## config.mk

```make
export PLATFORM = sky130hd
export DESIGN_NAME = range_slice_boundary_generator_top_flat
export DESIGN_NICKNAME = d
export VERILOG_FILES = /design/src/rtl/core/rsbg_pkg.sv /design/src/rtl/core/rsbg_if.sv /design/src/rtl/core/rsbg_div.sv /design/src/rtl/core/range_slice_boundary_generator_top.sv /design/src/flat_wrapper.sv
export SDC_FILE = /design/constraint.sdc
export NUM_CORES = 1
export LEC_CHECK = 0
export ABC_AREA = 1
export BUFFER_PORTS_ARGS = -buffer_cell sky130_fd_sc_hd__buf_2
export CORE_ASPECT_RATIO = 1.4
export CORE_UTILIZATION = 60
export DETAILED_ROUTE_END_ITERATION = 16
export PLACE_DENSITY = 0.84
export SLEW_MARGIN = 20
export SYNTH_ARGS = -nofsm -noshare
export SYNTH_HDL_FRONTEND = slang
export SYNTH_SLANG_ARGS = --single-unit
```

## constraint.sdc

```tcl
create_clock -name i_clk -period 36.9 [get_ports i_clk]
set_clock_uncertainty 0.05 [all_clocks]
set_input_delay 9.225 -clock i_clk [delete_from_list [all_inputs] [get_ports i_clk]]
set_output_delay 9.225 -clock i_clk [all_outputs]
set_load 0.01 [all_outputs]
```

## src/rtl/core/rsbg_pkg.sv

```systemverilog
package rsbg_pkg;

    // field widths
    localparam int IN_W   = 41;
    localparam int LEN_W  = 40;
    localparam int IDX_W  = 6;
    localparam int CNT_W  = 7;
    localparam int STAT_W = 3;

    typedef logic [LEN_W-1:0]  t_frame;
    typedef logic [STAT_W-1:0] t_status;

    // result status codes
    localparam t_status ST_OK          = 3'd0;
    localparam t_status ST_BAD_RANGE   = 3'd1;
    localparam t_status ST_AMT_NONPOS  = 3'd2;
    localparam t_status ST_AMT_TOO_BIG = 3'd3;
    localparam t_status ST_TOO_MANY    = 3'd4;

    // divider results back to the sequencer
    typedef struct packed {
        logic   done;
        t_frame quot;
        t_frame rem;
    } t_div_rsp;

endpackage

```

## src/rtl/core/rsbg_if.sv

```systemverilog
// request channel
interface rsbg_req_if;
    import rsbg_pkg::*;
    logic                   valid;
    logic                   ready;
    logic                   op;
    logic signed [IN_W-1:0] range_start;
    logic signed [IN_W-1:0] range_end;
    logic signed [IN_W-1:0] amount;
    logic                   tail_policy;

    modport source (
        output valid, op, range_start, range_end, amount, tail_policy,
        input  ready
    );
    modport sink (
        input  valid, op, range_start, range_end, amount, tail_policy,
        output ready
    );
endinterface

// result channel
interface rsbg_rsp_if;
    import rsbg_pkg::*;
    logic              valid;
    logic              ready;
    logic [STAT_W-1:0] status;
    logic [IDX_W-1:0]  slice_index;
    logic [LEN_W-1:0]  slice_start;
    logic [LEN_W-1:0]  slice_end;
    logic              last;

    modport source (
        output valid, status, slice_index, slice_start, slice_end, last,
        input  ready
    );
    modport sink (
        input  valid, status, slice_index, slice_start, slice_end, last,
        output ready
    );
endinterface

```

## src/rtl/core/rsbg_div.sv

```systemverilog
module rsbg_div (
    input  logic               i_clk,
    input  logic               i_rst_n,
    input  logic               i_start,
    input  rsbg_pkg::t_frame   i_dividend,
    input  rsbg_pkg::t_frame   i_divisor,
    output rsbg_pkg::t_div_rsp o_rsp
);
    import rsbg_pkg::*;

    localparam int STEP_W = $clog2(LEN_W + 1);

    logic              r_busy;
    logic              r_done;
    logic [STEP_W-1:0] r_cnt;
    t_frame            r_rem;
    t_frame            r_quo;
    t_frame            r_dvs;

    logic [LEN_W:0] trial;
    logic [LEN_W:0] diff;
    logic           ge;

    // one restoring step: shift in the next dividend bit, try the subtract
    assign trial = {r_rem, r_quo[LEN_W-1]};
    assign diff  = trial - {1'b0, r_dvs};
    assign ge    = trial >= {1'b0, r_dvs};

    // step counter and done pulse
    always_ff @(posedge i_clk) begin
        if (!i_rst_n) begin
            r_busy <= 1'b0;
            r_done <= 1'b0;
            r_cnt  <= '0;
        end else begin
            r_done <= 1'b0;
            if (i_start) begin
                r_busy <= 1'b1;
                r_cnt  <= '0;
            end else if (r_busy) begin
                r_cnt <= r_cnt + STEP_W'(1);
                if (r_cnt == STEP_W'(LEN_W - 1)) begin
                    r_busy <= 1'b0;
                    r_done <= 1'b1;
                end
            end
        end
    end

    // remainder and quotient shift registers
    always_ff @(posedge i_clk) begin
        if (i_start) begin
            r_rem <= '0;
            r_quo <= i_dividend;
            r_dvs <= i_divisor;
        end else if (r_busy) begin
            r_rem <= ge ? diff[LEN_W-1:0] : trial[LEN_W-1:0];
            r_quo <= {r_quo[LEN_W-2:0], ge};
        end
    end

    assign o_rsp.done = r_done;
    assign o_rsp.quot = r_quo;
    assign o_rsp.rem  = r_rem;

endmodule

```

## src/rtl/core/range_slice_boundary_generator_top.sv

```systemverilog
// a valid request steps through the check and limit states, the serial divide and the count
// state; the emit state then puts its first word in the output register, then one slice word per
// cycle while the sink takes them; a new request is taken only once its last word is emitted
// a rejected request gives its single error word from the check or limit state, or from the
// count state after the divide for a fixed-length slice count over the limit
// reset: synchronous active low, clears the sequencer and the output valid
module range_slice_boundary_generator_top #(
    parameter int MAX_SLICES = 64
) (
    input  logic        i_clk,
    input  logic        i_rst_n,
    rsbg_req_if.sink    i_req,
    rsbg_rsp_if.source  o_rsp
);
    import rsbg_pkg::*;

    localparam logic [2:0] S_IDLE  = 3'd0;
    localparam logic [2:0] S_CHECK = 3'd1;
    localparam logic [2:0] S_LIMIT = 3'd2;
    localparam logic [2:0] S_DIV   = 3'd3;
    localparam logic [2:0] S_COUNT = 3'd4;
    localparam logic [2:0] S_EMIT  = 3'd5;

    // control
    logic [2:0]       r_state, n_state;
    logic             r_out_valid;

    // request and run payload
    logic             r_op;
    logic             r_discard;
    logic signed [IN_W-1:0] r_rs, r_re, r_am;
    t_frame           r_len;
    t_frame           r_prev;
    logic [CNT_W-1:0] r_k;
    logic [CNT_W-1:0] r_cnt;
    logic [CNT_W-1:0] r_acc;

    // output word
    t_status          r_status, n_status;
    logic [IDX_W-1:0] r_idx, n_idx;
    t_frame           r_start, n_start;
    t_frame           r_end, n_end;
    logic             r_last, n_last;

    t_div_rsp         div_rsp;
    logic             div_go;
    logic             out_free;
    logic             err;
    t_status          err_status;
    logic             emit;
    logic             count_init;

    logic signed [IN_W-1:0] len_full;
    logic             bad_range, am_nonpos, too_big, eq_many, tail, fixed_many;
    logic [CNT_W-1:0] amt7, rem7, sum_r, quot7;
    logic             cy;
    logic             is_last;
    logic             tail_step;
    t_frame           addend;
    t_frame           next_b;

    assign out_free = !r_out_valid || o_rsp.ready;

    // request checks
    assign len_full  = r_re - r_rs;
    assign bad_range = r_rs[IN_W-1] || (r_rs >= r_re);
    assign am_nonpos = r_am[IN_W-1] || (r_am == '0);
    assign too_big   = r_am[LEN_W-1:0] > r_len;
    assign eq_many   = !r_op && (r_am[LEN_W-1:0] > LEN_W'(MAX_SLICES));

    // fixed mode slice count limit
    assign tail       = (div_rsp.rem != '0) && !r_discard;
    assign fixed_many = (div_rsp.quot > LEN_W'(MAX_SLICES))
                     || ((div_rsp.quot == LEN_W'(MAX_SLICES)) && tail);

    // boundary step: equal mode adds quot plus carry of the running remainder, fixed mode adds amount
    assign amt7      = r_am[CNT_W-1:0];
    assign rem7      = div_rsp.rem[CNT_W-1:0];
    assign quot7     = div_rsp.quot[CNT_W-1:0];
    assign sum_r     = r_acc + rem7;
    assign cy        = !r_op && (sum_r >= amt7);
    assign addend    = r_op ? r_am[LEN_W-1:0] : div_rsp.quot;
    assign tail_step = r_op && (r_k == quot7);
    assign next_b    = tail_step ? r_re[LEN_W-1:0] : r_prev + addend + LEN_W'(cy);
    assign is_last   = (r_k + CNT_W'(1)) == r_cnt;

    rsbg_div u_div (
        .i_clk      (i_clk),
        .i_rst_n    (i_rst_n),
        .i_start    (div_go),
        .i_dividend (r_len),
        .i_divisor  (r_am[LEN_W-1:0]),
        .o_rsp      (div_rsp)
    );

    // sequencer
    always_comb begin
        n_state    = r_state;
        err        = 1'b0;
        err_status = ST_OK;
        div_go     = 1'b0;
        count_init = 1'b0;
        emit       = 1'b0;
        case (r_state)
            S_IDLE: begin
                if (i_req.valid) n_state = S_CHECK;
            end
            S_CHECK: begin
                if (bad_range || am_nonpos) begin
                    if (out_free) begin
                        err        = 1'b1;
                        err_status = bad_range ? ST_BAD_RANGE : ST_AMT_NONPOS;
                        n_state    = S_IDLE;
                    end
                end else begin
                    n_state = S_LIMIT;
                end
            end
            S_LIMIT: begin
                if (too_big || eq_many) begin
                    if (out_free) begin
                        err        = 1'b1;
                        err_status = too_big ? ST_AMT_TOO_BIG : ST_TOO_MANY;
                        n_state    = S_IDLE;
                    end
                end else begin
                    div_go  = 1'b1;
                    n_state = S_DIV;
                end
            end
            S_DIV: begin
                if (div_rsp.done) n_state = S_COUNT;
            end
            S_COUNT: begin
                if (r_op && fixed_many) begin
                    if (out_free) begin
                        err        = 1'b1;
                        err_status = ST_TOO_MANY;
                        n_state    = S_IDLE;
                    end
                end else begin
                    count_init = 1'b1;
                    n_state    = S_EMIT;
                end
            end
            S_EMIT: begin
                if (out_free) begin
                    emit = 1'b1;
                    if (is_last) n_state = S_IDLE;
                end
            end
            default: n_state = S_IDLE;
        endcase
    end

    // next output word
    always_comb begin
        if (err) begin
            n_status = err_status;
            n_idx    = '0;
            n_start  = '0;
            n_end    = '0;
            n_last   = 1'b1;
        end else begin
            n_status = ST_OK;
            n_idx    = r_k[IDX_W-1:0];
            n_start  = r_prev;
            n_end    = next_b;
            n_last   = is_last;
        end
    end

    // control registers
    always_ff @(posedge i_clk) begin
        if (!i_rst_n) begin
            r_state     <= S_IDLE;
            r_out_valid <= 1'b0;
        end else begin
            r_state <= n_state;
            if (err || emit) begin
                r_out_valid <= 1'b1;
            end else if (o_rsp.ready) begin
                r_out_valid <= 1'b0;
            end
        end
    end

    // request capture and run state
    always_ff @(posedge i_clk) begin
        if (r_state == S_IDLE && i_req.valid) begin
            r_op      <= i_req.op;
            r_discard <= i_req.tail_policy;
            r_rs      <= i_req.range_start;
            r_re      <= i_req.range_end;
            r_am      <= i_req.amount;
        end
        if (r_state == S_CHECK) begin
            r_len <= len_full[LEN_W-1:0];
        end
        if (count_init) begin
            r_cnt  <= r_op ? quot7 + CNT_W'(tail) : amt7;
            r_k    <= '0;
            r_acc  <= '0;
            r_prev <= r_rs[LEN_W-1:0];
        end else if (emit) begin
            r_k    <= r_k + CNT_W'(1);
            r_acc  <= cy ? sum_r - amt7 : sum_r;
            r_prev <= next_b;
        end
        if (err || emit) begin
            r_status <= n_status;
            r_idx    <= n_idx;
            r_start  <= n_start;
            r_end    <= n_end;
            r_last   <= n_last;
        end
    end

    assign i_req.ready       = (r_state == S_IDLE);
    assign o_rsp.valid       = r_out_valid;
    assign o_rsp.status      = r_status;
    assign o_rsp.slice_index = r_idx;
    assign o_rsp.slice_start = r_start;
    assign o_rsp.slice_end   = r_end;
    assign o_rsp.last        = r_last;

endmodule

```

## src/flat_wrapper.sv

```systemverilog
// flat-port wrapper written by rule: the top's interface ports become plain ports
module range_slice_boundary_generator_top_flat import rsbg_pkg::*;
#(
    parameter int MAX_SLICES = 64
)
  (i_clk, i_rst_n, i_req_valid, i_req_op, i_req_range_start, i_req_range_end, i_req_amount, i_req_tail_policy, i_req_ready, o_rsp_valid, o_rsp_status, o_rsp_slice_index, o_rsp_slice_start, o_rsp_slice_end, o_rsp_last, o_rsp_ready);
  rsbg_req_if i_req_i ();
  rsbg_rsp_if o_rsp_i ();
  input  logic i_clk;
  input  logic i_rst_n;
  input wire logic [$bits(i_req_i.valid)-1:0] i_req_valid;
  input wire logic [$bits(i_req_i.op)-1:0] i_req_op;
  input wire logic [$bits(i_req_i.range_start)-1:0] i_req_range_start;
  input wire logic [$bits(i_req_i.range_end)-1:0] i_req_range_end;
  input wire logic [$bits(i_req_i.amount)-1:0] i_req_amount;
  input wire logic [$bits(i_req_i.tail_policy)-1:0] i_req_tail_policy;
  output wire logic [$bits(i_req_i.ready)-1:0] i_req_ready;
  output wire logic [$bits(o_rsp_i.valid)-1:0] o_rsp_valid;
  output wire logic [$bits(o_rsp_i.status)-1:0] o_rsp_status;
  output wire logic [$bits(o_rsp_i.slice_index)-1:0] o_rsp_slice_index;
  output wire logic [$bits(o_rsp_i.slice_start)-1:0] o_rsp_slice_start;
  output wire logic [$bits(o_rsp_i.slice_end)-1:0] o_rsp_slice_end;
  output wire logic [$bits(o_rsp_i.last)-1:0] o_rsp_last;
  input wire logic [$bits(o_rsp_i.ready)-1:0] o_rsp_ready;
  assign i_req_i.valid = i_req_valid;
  assign i_req_i.op = i_req_op;
  assign i_req_i.range_start = i_req_range_start;
  assign i_req_i.range_end = i_req_range_end;
  assign i_req_i.amount = i_req_amount;
  assign i_req_i.tail_policy = i_req_tail_policy;
  assign i_req_ready = i_req_i.ready;
  assign o_rsp_valid = o_rsp_i.valid;
  assign o_rsp_status = o_rsp_i.status;
  assign o_rsp_slice_index = o_rsp_i.slice_index;
  assign o_rsp_slice_start = o_rsp_i.slice_start;
  assign o_rsp_slice_end = o_rsp_i.slice_end;
  assign o_rsp_last = o_rsp_i.last;
  assign o_rsp_i.ready = o_rsp_ready;
  range_slice_boundary_generator_top #(.MAX_SLICES(MAX_SLICES)) u_core (.i_clk(i_clk), .i_rst_n(i_rst_n), .i_req(i_req_i), .o_rsp(o_rsp_i));
endmodule
```

==> run_results.csv <==
group,metric,value,unit
run_status,status,"finished, final reports clean",
sta,fmax,88.1,MHz
yosys,synthesis.nets,3689,
cts,tritoncts,"built",
cts,cts.clk_slew.worst_paths,70,ps
sta,min_period,11350,ps
drt,antenna_left,0,
final_layout,postLayoutCellArea,31500,µm²
drt,detail_route.wl_per_cell,20.8,µm
critical_path,crit_path_start_kind,"input port",
final_layout,area_growth,10.8,%
floorplan,dieArea,48300,µm²
sta,tightestPinTransition,1140,ps
global_routing,grt_max_degree,83,
cts,cts_htree_levels,2,
cts,clock-root-buffer,"clkbuf_16",
cts,ctsHoldBuffers,0,
flow_run,cap_violations,0,
sta,period_share,0.308,
global_routing,grt_pass1_vias,23915,
sta,drv_slew,0,
power_and_ir_drop,p_leak,14.1,nW
global_routing,track_usage,0.366,
yosys,synth.avg_cell_area,8.52,µm²
drt,drtPass1Iterations,9,
yosys,synth_cell_types,54,
drt,via_per_inst,5.73,
final_layout,n_fill_cell,3871,
yosys,yosysWarningCount,0,
floorplan,fp.dieW,186,µm
cts,clockBufferDepth,3,
global_routing,grt_pass1_wl,132000,µm
cts,postCtsSetupBuffers,0,
critical_path,endpoint_kind,"register",
drt,wirelength,87600,µm
global_routing,antenna_found_initial,4,
yosys,ys_seq_elements,448,
floorplan,rows,94,
yosys,synth_area,28400,µm²
critical_path,r2r_cells,31,
yosys,synth_ff_type,"edfxtp_1",
place,hpwl,68600,µm
critical_path,worstPathArrival,11600,ps
drt,drt-initial-drc-count,2217,
hold_path,min_path_type,"reg -> reg",
critical_path,path_max_fanout,47,
place,portBuffers,220,
power_and_ir_drop,pwr_density_cell,71.3,nW/µm²
place,placedInstanceArea,30100,µm²
cts,post_cts_resized,0,
sta,max_slew_margin,0.235,
drt,vias,24199,
floorplan,coreArea,46900,µm²
critical_path,cp.required,37150,ps
floorplan,die_h,260,µm
floorplan,start_util,0.606,
hold_path,hold_path_depth,2,
power_and_ir_drop,max-vdd-ir-drop,0.0532,mV
critical_path,path_class,"in -> reg",
drt,drc_errors,0,
sta,final-setup-viol-count,0,
yosys,ys_async_sr_fraction,0,
floorplan,top_level_ports,221,
yosys,yosysSeqAreaShare,0.450,
sta,rsz0062_at_grt,"no",
cts,cts_inserted_buffers,45,
global_routing,grt_overflow,0,
final_layout,nets,3909,
final_layout,drive_gt1_frac,0.117,
sta,tns,0,ps
cts,cts_num_sinks,448,
sta,finalHoldViolCount,0,
yosys,syn_inst,3339,
place,routabilityCongestion,1.01,
yosys,synth_edf_count,382,
sta,holdWs,416,ps
cts,clk_latency,590,ps
## per-stage QoR
| stage | instances | worst slack (ps) | total power, mW | util |
|---|---|---|---|---|
| 2_1_floorplan | 3339 | 18430 | 1.48 | - |
| 4_1_cts | 4218 | 25590 | 2.23 | 0.671 |
| 5_1_grt | 4218 | 25430 | 2.37 | 0.671 |
| 3_5_place_dp | 4136 | 24980 | 1.77 | 0.641 |
| 6_report | 4222 | 25550 | 2.25 | 0.671 |
| 3_3_place_gp | 4136 | 25030 | 1.75 | 0.641 |
## cell families after synthesis
| group | synth area share |
|---|---|
| simple gates | 0.209 |
| buf+inv | 0.0834 |
| compound gates | 0.127 |
| fa+ha+maj | 0.0988 |
| xor+xnor | 0.0317 |
| flops | 0.450 |
## path summary, 6_finish.rpt
kind	end	slack [ps]	from
setup / recovery	u_core.o_rsp.slice_end[11]$_SDFFCE_PP0P_	25550	o_rsp_ready
hold / removal	u_core.r_acc[0]$_SDFFE_PP0P_	420	u_core.r_acc[0]$_SDFFE_PP0P_
setup reg to reg	u_core.r_prev[24]$_DFFE_PP_	30250	u_core.u_div.r_rem[0]$_SDFFE_PP0P_
hold reg to reg	u_core.r_acc[0]$_SDFFE_PP0P_	420	u_core.r_acc[0]$_SDFFE_PP0P_
## layer usage
layer | vias up | part of all wire | routed length, µm | track usage
li1 | 11597 | - | - | -
met1 | 11289 | 0.36 | 31900 | 0.421
met2 | 1023 | 0.49 | 43300 | 0.635
met3 | 288 | 0.071 | 6220 | 0.0524
met4 | 2 | 0.071 | 6210 | 0.235
met5 | - | 0.00015 | 13 | 0
## sequential cells by signal (all words and copies together), names as in the netlist, 7 cells and up
| signal | flops |
|---|---|
| u_core.r_k | 7 |
| u_core.r_acc | 7 |
| u_core.r_re | 41 |
| u_core.o_rsp.slice_end | 40 |
| u_core.r_am | 41 |
| u_core.o_rsp.slice_start | 40 |
| u_core.u_div.r_quo | 40 |
| u_core.r_cnt | 7 |
| u_core.u_div.r_rem | 40 |
| u_core.r_len | 40 |
| u_core.r_rs | 41 |
| u_core.r_prev | 40 |
| u_core.u_div.r_dvs | 40 |
## power by group
group / leakage (nW) / switching [mW] / internal, mW
Sequential: 4.11 / 0.0839 / 0.718
Clock: 0.680 / 0.208 / 0.246
Combinational: 9.34 / 0.672 / 0.320
## cells in the mapped netlist, drive strengths merged (2+ instances only)
cell     number  area share
a21boi        9      0.0024
o21ai       305       0.054
o21bai       20      0.0053
edfxtp      382        0.40
and3          4     0.00088
clkbuf       29      0.0038
ha          215       0.095
nand3b        7      0.0018
or2          13      0.0029
fa            6      0.0042
a31o          4      0.0012
nor2        370       0.066
nor3b         2     0.00053
nand3       119       0.021
o22ai         8      0.0018
a21o         17      0.0045
nor4         19      0.0042
inv         525       0.069
dfxtp        66       0.046
buf          32      0.0099
a31oi        32      0.0070
o2111ai       2     0.00062
clkinv        2     0.00026
and2          2     0.00044
a211oi        3     0.00079
nand2       698       0.094
a21oi       229       0.040
nand4        44       0.010
o211ai       18      0.0048
o21a          8      0.0021
o221ai        4      0.0012
xor2         65       0.020
nor3         35      0.0062
xnor2        38       0.012
a22oi         3     0.00079
## layout by cell type, fill, tap and decap left out, types with 47 or more instances in the layout
cell       instances
xor2_1            65
a21oi_1          229
edfxtp_1         382
dfxtp_1           66
ha_1             215
o21ai_0          286
buf_2            220
nand2_1          679
nor2_4            65
nand3_1          116
nor2_1           302
inv_1            521
clkbuf_16         47
## cell type report
type	instances	area [µm²]	area share
repair buffers	234	1210	0.0383
diodes	4	10.0	0.000318
multi-input cells	2303	13300	0.422
clock inverters	29	216	0.00687
clock buffers	53	1220	0.0387
flip-flops and latches	448	12800	0.406
well taps	624	781	0.0248
inverters	527	1980	0.0629
## critical path, stage by stage
cell and delay [ps]:
buf_2 110, nor2_1 70, inv_1 180, nand2_1 80, inv_1 110, nand2_2 70
nand2_2 80, nand2_4 100, inv_6 530, buf_4 840, nor2_1 120
Note: power is estimated with default switching activity, not from simulation.
